===== src/rtl/email_address_validator_core_defines.svh =====
// ----------------------------------------------------------------------------
// Email address validator: assertion macros
// Shared concurrent-check wrappers, clocked on clock and off during reset.
// ----------------------------------------------------------------------------
`ifndef EMAIL_ADDRESS_VALIDATOR_CORE_DEFINES_SVH
`define EMAIL_ADDRESS_VALIDATOR_CORE_DEFINES_SVH

// Same-cycle implication check.
`define EAV_ASSERT_NOW(name, ante, cons) \
   name: assert property (@(posedge clock) disable iff (reset) (ante) |-> (cons)) \
      else $error("eav check failed");

// Next-cycle implication check.
`define EAV_ASSERT_NEXT(name, ante, cons) \
   name: assert property (@(posedge clock) disable iff (reset) (ante) |=> (cons)) \
      else $error("eav check failed");

`endif


===== src/rtl/eav_pkg.sv =====
// ----------------------------------------------------------------------------
// Email address validator package
// Types, register defaults, character codes and character class functions.
// ----------------------------------------------------------------------------
`default_nettype none

package eav_pkg;

   localparam int unsigned BYTE_W  = 8;
   localparam int unsigned LABEL_W = 7;

   typedef enum logic [2:0] {
      PH_ATOM_START  = 3'd0,
      PH_ATOM        = 3'd1,
      PH_LABEL_START = 3'd2,
      PH_LABEL       = 3'd3,
      PH_FAILED      = 3'd4
   } eav_phase_type;

   typedef enum logic [1:0] {
      CSR_MAX_TOTAL = 2'd0,
      CSR_MIN_TOTAL = 2'd1,
      CSR_MAX_LOCAL = 2'd2,
      CSR_MAX_LABEL = 2'd3
   } eav_csr_index_type;

   localparam logic [BYTE_W-1:0]  MAX_TOTAL_RESET = 8'd254;
   localparam logic [BYTE_W-1:0]  MIN_TOTAL_RESET = 8'd3;
   localparam logic [LABEL_W-1:0] MAX_LOCAL_RESET = 7'd64;
   localparam logic [LABEL_W-1:0] MAX_LABEL_RESET = 7'd63;

   localparam logic [BYTE_W-1:0]  CHAR_AT   = 8'h40;
   localparam logic [BYTE_W-1:0]  CHAR_DOT  = 8'h2E;
   localparam logic [BYTE_W-1:0]  CHAR_DASH = 8'h2D;

   localparam logic [BYTE_W-1:0]  BYTE_MAX  = '1;
   localparam logic [LABEL_W-1:0] LABEL_MAX = '1;

   typedef struct packed {
      logic [BYTE_W-1:0]  max_total_length;
      logic [BYTE_W-1:0]  min_total_length;
      logic [LABEL_W-1:0] max_local_length;
      logic [LABEL_W-1:0] max_label_length;
   } eav_cfg_type;

   typedef struct packed {
      eav_phase_type      phase;
      logic [BYTE_W-1:0]  total_count;
      logic [BYTE_W-1:0]  local_count;
      logic [LABEL_W-1:0] label_count;
      logic [BYTE_W-1:0]  at_index;
   } eav_state_type;

   typedef struct packed {
      logic              address_ok;
      logic [BYTE_W-1:0] split_position;
   } eav_result_type;

   localparam eav_state_type STATE_CLEAR = '{
      phase:       PH_ATOM_START,
      total_count: '0,
      local_count: '0,
      label_count: '0,
      at_index:    '0
   };

   function automatic logic is_alnum_lower(input logic [BYTE_W-1:0] c);
      return ((c >= 8'h61) && (c <= 8'h7A)) || ((c >= 8'h30) && (c <= 8'h39));
   endfunction

   function automatic logic is_local_char(input logic [BYTE_W-1:0] c);
      logic special;
      special = (c == 8'h21) || (c == 8'h23) || (c == 8'h24) || (c == 8'h25) ||
                (c == 8'h26) || (c == 8'h2A) || (c == 8'h2B) || (c == 8'h2F) ||
                (c == 8'h3D) || (c == 8'h3F) || (c == 8'h5E) || (c == 8'h5F) ||
                (c == 8'h60) || (c == 8'h7B) || (c == 8'h7C) || (c == 8'h7D) ||
                (c == 8'h7E) || (c == CHAR_DASH);
      return special || is_alnum_lower(c);
   endfunction

endpackage

`default_nettype wire


===== src/rtl/eav_step.sv =====
// ----------------------------------------------------------------------------
// Email address validator: parse step
// Next parser state and verdict for one byte, pure combinational logic.
// ----------------------------------------------------------------------------
`default_nettype none

module eav_step (
   input  eav_pkg::eav_state_type  state,
   input  eav_pkg::eav_cfg_type    cfg,
   input  logic [7:0]              char_byte,
   input  logic                    is_final,
   output eav_pkg::eav_state_type  state_next,
   output eav_pkg::eav_result_type result
);
   import eav_pkg::*;

   logic                 local_ch;
   logic                 alnum_ch;
   logic                 local_fits;
   logic                 label_fits;
   eav_phase_type        phase_step;
   logic [BYTE_W-1:0]    total_step;
   logic [BYTE_W-1:0]    local_step;
   logic [LABEL_W-1:0]   label_step;
   logic [BYTE_W-1:0]    at_step;
   logic                 ok;

   assign local_ch   = is_local_char(char_byte);
   assign alnum_ch   = is_alnum_lower(char_byte);
   assign local_fits = state.local_count <= {1'b0, cfg.max_local_length};
   assign label_fits = state.label_count <= cfg.max_label_length;

   // next phase
   always_comb begin
      phase_step = PH_FAILED;
      unique case (state.phase)
         PH_ATOM_START: begin
            phase_step = local_ch ? PH_ATOM : PH_FAILED;
         end
         PH_ATOM: begin
            priority if (local_ch)                           phase_step = PH_ATOM;
            else if (char_byte == CHAR_DOT)                  phase_step = PH_ATOM_START;
            else if (char_byte == CHAR_AT && local_fits)     phase_step = PH_LABEL_START;
            else                                             phase_step = PH_FAILED;
         end
         PH_LABEL_START: begin
            phase_step = alnum_ch ? PH_LABEL : PH_FAILED;
         end
         PH_LABEL: begin
            priority if (alnum_ch) phase_step = PH_LABEL;
            else if ((char_byte == CHAR_DASH || char_byte == CHAR_DOT) && label_fits)
               phase_step = PH_LABEL_START;
            else
               phase_step = PH_FAILED;
         end
         default: begin
            phase_step = PH_FAILED;
         end
      endcase
   end

   // counters
   always_comb begin
      total_step = (state.total_count == BYTE_MAX) ? state.total_count
                                                   : state.total_count + 8'd1;
      local_step = state.local_count;
      label_step = state.label_count;
      at_step    = state.at_index;
      unique case (state.phase)
         PH_ATOM_START: begin
            if (local_ch && state.local_count != BYTE_MAX) local_step = state.local_count + 8'd1;
         end
         PH_ATOM: begin
            if ((local_ch || char_byte == CHAR_DOT) && state.local_count != BYTE_MAX) begin
               local_step = state.local_count + 8'd1;
            end else if (!local_ch && char_byte != CHAR_DOT && char_byte == CHAR_AT &&
                         local_fits) begin
               at_step    = state.local_count;
               label_step = '0;
            end
         end
         PH_LABEL_START: begin
            if (alnum_ch) label_step = 7'd1;
         end
         PH_LABEL: begin
            if (alnum_ch) begin
               if (state.label_count != LABEL_MAX) label_step = state.label_count + 7'd1;
            end else if ((char_byte == CHAR_DASH || char_byte == CHAR_DOT) && label_fits) begin
               label_step = '0;
            end
         end
         default: begin
            label_step = state.label_count;
         end
      endcase
   end

   // verdict, and clear the address state after the final byte
   always_comb begin
      ok = (phase_step == PH_LABEL) &&
           (label_step != '0) && (label_step <= cfg.max_label_length) &&
           (total_step >= cfg.min_total_length) && (total_step <= cfg.max_total_length) &&
           (at_step != '0);
      result.address_ok     = ok;
      result.split_position = ok ? at_step : '0;
      if (is_final) begin
         state_next = STATE_CLEAR;
      end else begin
         state_next.phase       = phase_step;
         state_next.total_count = total_step;
         state_next.local_count = local_step;
         state_next.label_count = label_step;
         state_next.at_index    = at_step;
      end
   end

endmodule

`default_nettype wire


===== src/rtl/email_address_validator_core.sv =====
// ----------------------------------------------------------------------------
// Email address validator core
// Byte-serial address syntax check with one verdict per address.
// ----------------------------------------------------------------------------
//  channel | direction | handshake           | payload
//  req     | in        | req_valid/req_stall | char_byte, is_final
//  rsp     | out       | rsp_valid/rsp_stall | address_ok, split_position
//  csr     | in        | csr_valid/csr_ready | index (2b), data (8b)
//
//  One byte per cycle while req_stall is low; a byte is registered on being
//  taken, then parsed; a verdict is registered in rsp_ff to drive rsp_valid.
//  The parse step between input register and result register sets the rate.
//  Reset (synchronous) restores register defaults and the parser start state.
//  A stalled verdict holds back the next final byte and the bytes behind it.
// ----------------------------------------------------------------------------
`default_nettype none

`include "email_address_validator_core_defines.svh"

module email_address_validator_core (
   input  logic       clock,
   input  logic       reset,
   input  logic       req_valid,
   output logic       req_stall,
   input  logic [7:0] req_char_byte,
   input  logic       req_is_final,
   output logic       rsp_valid,
   input  logic       rsp_stall,
   output logic       rsp_address_ok,
   output logic [7:0] rsp_split_position,
   input  logic       csr_valid,
   output logic       csr_ready,
   input  logic [1:0] csr_index,
   input  logic [7:0] csr_data
);
   import eav_pkg::*;

   eav_cfg_type       cfg_ff;
   eav_state_type     state_ff;
   eav_state_type     state_in;
   eav_result_type    result_in;
   eav_result_type    rsp_ff;
   logic              rsp_vld_ff;
   logic              in_vld_ff;
   logic [BYTE_W-1:0] in_byte_ff;
   logic              in_fin_ff;
   logic              advance;
   eav_csr_index_type csr_sel;

   assign csr_ready = 1'b1;
   assign csr_sel   = eav_csr_index_type'(csr_index);

   always_ff @(posedge clock) begin
      if (reset) begin
         cfg_ff.max_total_length <= MAX_TOTAL_RESET;
         cfg_ff.min_total_length <= MIN_TOTAL_RESET;
         cfg_ff.max_local_length <= MAX_LOCAL_RESET;
         cfg_ff.max_label_length <= MAX_LABEL_RESET;
      end else if (csr_valid && csr_ready) begin
         unique case (csr_sel)
            CSR_MAX_TOTAL: cfg_ff.max_total_length <= csr_data;
            CSR_MIN_TOTAL: cfg_ff.min_total_length <= csr_data;
            CSR_MAX_LOCAL: cfg_ff.max_local_length <= csr_data[LABEL_W-1:0];
            CSR_MAX_LABEL: cfg_ff.max_label_length <= csr_data[LABEL_W-1:0];
            default:       cfg_ff <= cfg_ff;
         endcase
      end
   end

   // a non-final byte never needs the result slot
   assign advance   = in_vld_ff && (!in_fin_ff || !rsp_vld_ff || !rsp_stall);
   assign req_stall = in_vld_ff && !advance;

   always_ff @(posedge clock) begin
      if (reset) begin
         in_vld_ff <= 1'b0;
      end else if (!req_stall) begin
         in_vld_ff <= req_valid;
      end
   end

   always_ff @(posedge clock) begin
      if (req_valid && !req_stall) begin
         in_byte_ff <= req_char_byte;
         in_fin_ff  <= req_is_final;
      end
   end

   eav_step u_step (
      .state      (state_ff),
      .cfg        (cfg_ff),
      .char_byte  (in_byte_ff),
      .is_final   (in_fin_ff),
      .state_next (state_in),
      .result     (result_in)
   );

   always_ff @(posedge clock) begin
      if (reset) begin
         state_ff <= STATE_CLEAR;
      end else if (advance) begin
         state_ff <= state_in;
      end
   end

   always_ff @(posedge clock) begin
      if (reset) begin
         rsp_vld_ff <= 1'b0;
      end else if (advance && in_fin_ff) begin
         rsp_vld_ff <= 1'b1;
      end else if (!rsp_stall) begin
         rsp_vld_ff <= 1'b0;
      end
   end

   always_ff @(posedge clock) begin
      if (advance && in_fin_ff) begin
         rsp_ff <= result_in;
      end
   end

   assign rsp_valid          = rsp_vld_ff;
   assign rsp_address_ok     = rsp_ff.address_ok;
   assign rsp_split_position = rsp_ff.split_position;

   `EAV_ASSERT_NOW(a_fail_pos_zero, rsp_valid && !rsp_address_ok, rsp_split_position == 8'd0)
   `EAV_ASSERT_NOW(a_ok_pos_set, rsp_valid && rsp_address_ok, rsp_split_position != 8'd0)
   `EAV_ASSERT_NOW(a_domain_has_at, state_ff.phase == PH_LABEL_START || state_ff.phase == PH_LABEL, state_ff.at_index != 8'd0)
   `EAV_ASSERT_NEXT(a_final_clears, advance && in_fin_ff, state_ff.phase == PH_ATOM_START && state_ff.total_count == 8'd0)

endmodule

`default_nettype wire


===== config.mk =====
export PLATFORM = sky130hd
export DESIGN_NAME = email_address_validator_core
export DESIGN_NICKNAME = d
export VERILOG_FILES = /design/src/rtl/eav_pkg.sv /design/src/rtl/eav_step.sv /design/src/rtl/email_address_validator_core.sv
export VERILOG_INCLUDE_DIRS = /design/src /design/src/rtl
export SDC_FILE = /design/constraint.sdc
export NUM_CORES = 1
export LEC_CHECK = 0
export BUFFER_PORTS_ARGS = -buffer_cell sky130_fd_sc_hd__buf_2
export CORE_UTILIZATION = 30
export CTS_BUF_LIST = sky130_fd_sc_hd__clkbuf_2
export DETAILED_ROUTE_END_ITERATION = 7
export PLACE_DENSITY_LB_ADDON = 0.25
export SYNTH_ARGS = -nofsm -noshare
export SYNTH_HDL_FRONTEND = slang
export SYNTH_SLANG_ARGS = --single-unit

===== constraint.sdc =====
create_clock -name clock -period 6.65 [get_ports clock]
set_input_delay 1.33 -clock clock [delete_from_list [all_inputs] [get_ports clock]]
set_output_delay 1.33 -clock clock [all_outputs]
set_load 0.01 [all_outputs]

== Yosys cells after proc, flatten, opt, wreduce, memory -nomap -nowiden ==
Index checks and enable logic that the tools add are counted.

* Bits in registers: 84

* Equality and inequality tests: 34
* $add $sub $neg: 3
* Reductions and logical operators: 57
* Multiplexer cells: 25
* Magnitude comparators: 9

{| class="wikitable"
|+ Operators with widths
! operator !! number
|-
| equality test 8 x 6 -> 1 bit (second input constant) || 12
|-
| equality test 8 x 7 -> 1 bit (second input constant) || 8
|-
| two-way mux 8 bit || 6
|-
| two-way mux 7 bit || 6
|-
| two-way mux 34 bit || 1
|-
| logical OR 1 bit || 23
|-
| two-way mux 3 bit || 7
|-
| one-hot mux 7 bit (3 select lines) || 1
|-
| logical AND 1 bit || 18
|-
| adder 8 x 1 -> 8 bit (second input constant) || 2
|-
| one-hot mux 8 bit (2 select lines) || 1
|-
| less-or-equal comparator 7 bit || 2
|-
| one-hot mux 3 bit (4 select lines) || 1
|-
| equality test 3 x 2 -> 1 bit (second input constant) || 3
|-
| equality test 8 bit (second input constant) || 1
|-
| >= comparator 8 x 6 -> 1 bit (second input constant) || 1
|-
| >= comparator 8 x 7 -> 1 bit (second input constant) || 1
|-
| >= comparator 8 bit || 1
|-
| less-or-equal comparator 8 x 6 -> 1 bit (second input constant) || 1
|-
| less-or-equal comparator 8 x 7 -> 1 bit || 1
|-
| less-or-equal comparator 8 x 7 -> 1 bit (second input constant) || 1
|-
| less-or-equal comparator 8 bit || 1
|-
| inequality test 8 x 6 -> 1 bit (second input constant) || 1
|-
| inequality test 8 bit (second input constant) || 1
|-
| other kinds (16) || 27
|}

== Logic depth before layout (Yosys ltp) ==
* Word-level depth: 32
* Depth in mapped cells: 17

== By module ==
Synthesis repeated with hierarchy kept, for this count alone.

* Cells, all modules: 625
* Area, all modules: 5,620.4 µm²

{| class="wikitable"
|+ Modules (own cells, without submodules)
! module !! area each (µm²) !! times used !! cells each !! seq. area each (µm²)
|-
| email_address_validator_core || 3,275.6 || 1 || 292 || 1,861.8
|-
| eav_step || 2,344.7 || 1 || 333 || 0.0
|}

== Worst setup path before layout ==
No wires, ideal clock.

* Kind: reg2reg
* From: register state_ff[18] (netlist name)
* To: register rsp_ff (netlist bit rsp_split_position[0]) (data pin)
* Arrival: 3.446 ns
* Slack: 3.001 ns
* Library setup time: 0.203 ns
* Cell stages (with the launch flop): 17
* Path buffers: 0
* Path through: dfxtp_1 -> ha_1 -> a211oi_1 -> nor2_1 -> nor4b_1 -> o21ai_4 -> a22oi_2 -> nand2_1 -> a32o_1 -> ha_1 -> nor2b_1 -> o21ai_0 -> a21oi_1 -> nor4_1 -> o32a_1 -> nand3_2 -> a2111oi_1

* Cells in the longest elaborated chain, start to end: 12
* Elaborated cells between the ends (all ways): 24
* Classes of those cells: order compare (2); eq/ne (2); mux (10); reduce/logical (10)

{| class="wikitable"
|+ RTL lines
! element !! RTL line !! text
|-
| start, declared || email_address_validator_core.sv:39 || <nowiki>eav_state_type state_ff;</nowiki>
|-
| start signal, assigned || email_address_validator_core.sv:102 || <nowiki>state_ff <= state_in;</nowiki>
|-
| parallel branches: the longest is 12 deep, another holds less-or-equal comparator 8 x 7 -> 1 bit || - ||
|-
| end signal, assigned || email_address_validator_core.sv:118 || <nowiki>rsp_ff <= result_in;</nowiki>
|-
| end, declared || email_address_validator_core.sv:42 || <nowiki>eav_result_type rsp_ff;</nowiki>
|}

Parallel ways; which one is timed is not known.
A chain may end at the register's enable or synchronous reset.

== Worst setup path after layout ==
* From: register state_ff[18] (netlist name)
* To: register rsp_ff (netlist bit rsp_split_position[6]) (data pin)

Same word-level chain as after synthesis.

==> impl_metrics.yaml <==
placement:
  dpl_cell_area_mm2: 0.005264
  portBuffers: 34
  placed_cells: 799
  dp_hpwl_mm: 9.332
  gp_congestion: 0.8933
pwr:
  irDropWorstVdd_uv: 97.16
  p_leak_nw: 2.255
  total_power_mw: 0.9411
  powerDensity_mw_per_mm2: 174.4
routing:
  vias_per_cell: 5.175
  drtPass1Iterations: 5
  drt_iter0_drc: 307
  wirelength_mm: 12.54
  wl_per_cell_um: 15.39
  vias: 4218
  route.detailed.drc: 0
  antenna_left: 0
synthesis:
  syn_inst: 573
  netlist_area_mm2: 0.004928
  ys_warn_count: 0
  synth_cell_types: 68
  ys_ff_latch: 84
  synth_edf_count: 18
  seq_area_frac_synth_pct: 37.78
  avgSynthCellArea_um2: 8.601
  syn-num-nets: 637
  async_flop_share_pct: 0
  yosys_most_used_dff: "dfxtp_1"
cts:
  htree_levels: 3
  cts-root-buf: "clkbuf_2"
  clock_latency_ns: 0.60
  numClockSinks: 84
  cts_setup_buffers: 0
  clk_path_buf_depth: 2
  cts_tree: "built"
  cts-resized-gates: 0
  numCtsBuffers: 9
  ctsHoldBuffers: 0
  clk_pin_slew_ns: 0.21
timing:
  hold_violations: 0
  period_share_pct: 66.66
  maxSlewHeadroom_pct: 29.79
  finalCriticalPeriod_ns: 4.433
  setup_tns_ns: 0
  rsz0062_at_grt: "no"
  skew_ns: 0.03304
  fmax_mhz: 225.6
  tightest_slew_ns: 1.049
  setup_viol: 0
  slew_violations: 0
layout:
  fin_area_mm2: 0.005396
  synthToLayoutAreaGrowth_pct: 9.495
  fin_util_pct: 33.85
  drive_above_1_share_pct: 11.19
  fin_nets: 658
  seqCellArea_mm2: 0.001862
  final_common_cell: "nor2_1"
  instances_no_fill: 815
  multi_input_area_mm2: 0.002789
  final_cell_mix: "nor2_1, dfxtp_1, nand2_1"
  fillers: 1672
  num_antenna_cells: 0
worst_setup_path:
  arrival_ns: 4.81
  slowest_delay_ns: 0.52
  cp_cell_sequence: "ha_1 -> a211oi_1 -> nor2_1 -> nor4b_1 -> o21ai_4 -> a22oi_2 -> nand2_1 -> a32o_1 -> ha_1 -> nor2b_1 -> o21ai_0 -> a21oi_1 -> nor4_1 -> o32a_1 -> nand3_2 -> a2111oi_1"
  cp_slowest_cell: "dfxtp_1"
  crit_type: "flip-flop to flip-flop"
  path_buf_inv: 0
  cp-start-kind: "flip-flop"
  cpLargestDelayFamily: "compound AO/OA/AOI/OAI gates"
  cpMostUsedCell: "ha_1"
  cp.required_ns: 7.03
  path_max_fanout: 15
  endpoint_kind: "flip-flop"
global_routing:
  grt_usage_pct: 15.84
  grt_pass1_vias: 3984
  grt_overflow: 0
  antenna_found_initial: 0
  grt_max_degree: 64
  grt_pass1_wl_mm: 20.61
job:
  max_cap_viol_count: 0
hold_path:
  hold_class: "flip-flop to flip-flop"
run_status:
  outcome: "completed"
die:
  die_area_mm2: 0.01694
  num_rows: 46
  die_h_um: 130.2
  ioPinCount: 36
  core_area_mm2: 0.01594
  die_x_um: 130.2
  start_util_pct: 30.91
-- layout make-up --
class | count | share of cell area, %
Inverter | 42 | 2.921
Timing Repair Buffer | 36 | 3.431
Multi-Input combinational cell | 421 | 51.68
Clock buffer | 11 | 1.020
Sequential cell | 84 | 34.50
Clock inverter | 5 | 1.438
Tap cell | 216 | 5.008
-- stage by stage --
stage | hold WS (ns) | setup slack, ns
3_3_place_gp | 0.4476 | 2.501
4_1_cts | 0.4810 | 2.227
5_1_grt | 0.5216 | 1.705
2_1_floorplan | 0.4363 | 3.001
3_5_place_dp | 0.4568 | 2.319
6_report | 0.4785 | 2.217
-- worst min-delay path, stage by stage, from the launching register on --
cell and delay [ns]:
dfxtp_1 0.35, nand2_1 0.05, a21oi_1 0.06
-- report_power, final --
| group | switching, mW | leakage (nW) | internal (mW) | total, mW |
|---|---|---|---|---|
| logic | 0.0530 | 1.45 | 0.0328 | 0.0858 |
| clock network | 0.183 | 0.0819 | 0.126 | 0.309 |
| registers | 0.0118 | 0.722 | 0.534 | 0.546 |
-- logic make-up (layout without fill, tap and decap cells) --
family | Yosys count | in the layout | share of synthesized area [%]
flip-flops | 84 | 84 | 37.78
AND/OR/NAND/NOR | 223 | 223 | 22.92
XOR/XNOR | 6 | 6 | 1.066
other | 1 | 1 | 0.07609
multiplexers | 14 | 14 | 2.869
AO/OA/AOI/OAI | 137 | 137 | 19.50
buffers and inverters | 68 | 94 | 5.636
adder cells (fa/ha/maj) | 40 | 40 | 10.15
-- flip-flops by register name, summed over array words and instances (netlist names) --
| signal | flops |
|---|---|
| in_vld_ff | 1 |
| rsp_split_position | 8 |
| in_fin_ff | 1 |
| state_ff | 34 |
| cfg_ff | 30 |
| in_byte_ff | 8 |
| rsp_valid | 1 |
| rsp_address_ok | 1 |
-- cell usage after synthesis (5+ instances only) --
library cell | count | share of area (%)
nor3_1 | 11 | 1.1
nor2b_1 | 5 | 0.63
nand3_1 | 20 | 2.0
a21oi_1 | 30 | 3.0
edfxtp_1 | 18 | 11
o21ai_1 | 5 | 0.51
a2111oi_1 | 7 | 1.4
mux2i_1 | 13 | 2.6
nand4_1 | 9 | 1.1
clkbuf_1 | 16 | 1.2
buf_2 | 6 | 0.61
inv_1 | 42 | 3.2
nor4_1 | 10 | 1.3
nor2_1 | 67 | 5.1
a211o_1 | 15 | 2.7
o21ai_0 | 17 | 1.7
and3_1 | 6 | 0.76
nand2_1 | 47 | 3.6
nand2b_1 | 9 | 1.1
o21a_1 | 6 | 0.91
ha_1 | 40 | 10
a22oi_1 | 22 | 3.4
or4_1 | 5 | 0.76
nand3b_1 | 8 | 1.2
dfxtp_1 | 66 | 27
-- routing by layer --
metal  track usage [%]  vias to the layer above  wire [µm]
met5                 0                        -          0
met1             20.71                     1961       5917
met4             6.772                        0        242
met2             25.38                      114       5750
li1                  -                     2125          -
met3             3.075                       18        630
-- worst paths after layout --
| check | start | end | slack [ns] | depth (start not counted) |
|---|---|---|---|---|
| setup / recovery | state_ff[18]$_SDFFE_PP0P_ | rsp_split_position[6]$_SDFFCE_PN0P_ | 2.22 | 16 |
| hold / removal | cfg_ff[6]$_SDFFE_PP0P_ | cfg_ff[6]$_SDFFE_PP0P_ | 0.48 | 2 |
| setup reg to reg | state_ff[18]$_SDFFE_PP0P_ | rsp_split_position[6]$_SDFFCE_PN0P_ | 2.22 | 16 |
| hold reg to reg | cfg_ff[6]$_SDFFE_PP0P_ | cfg_ff[6]$_SDFFE_PP0P_ | 0.48 | 2 |
(Power assumes the default switching activity.)
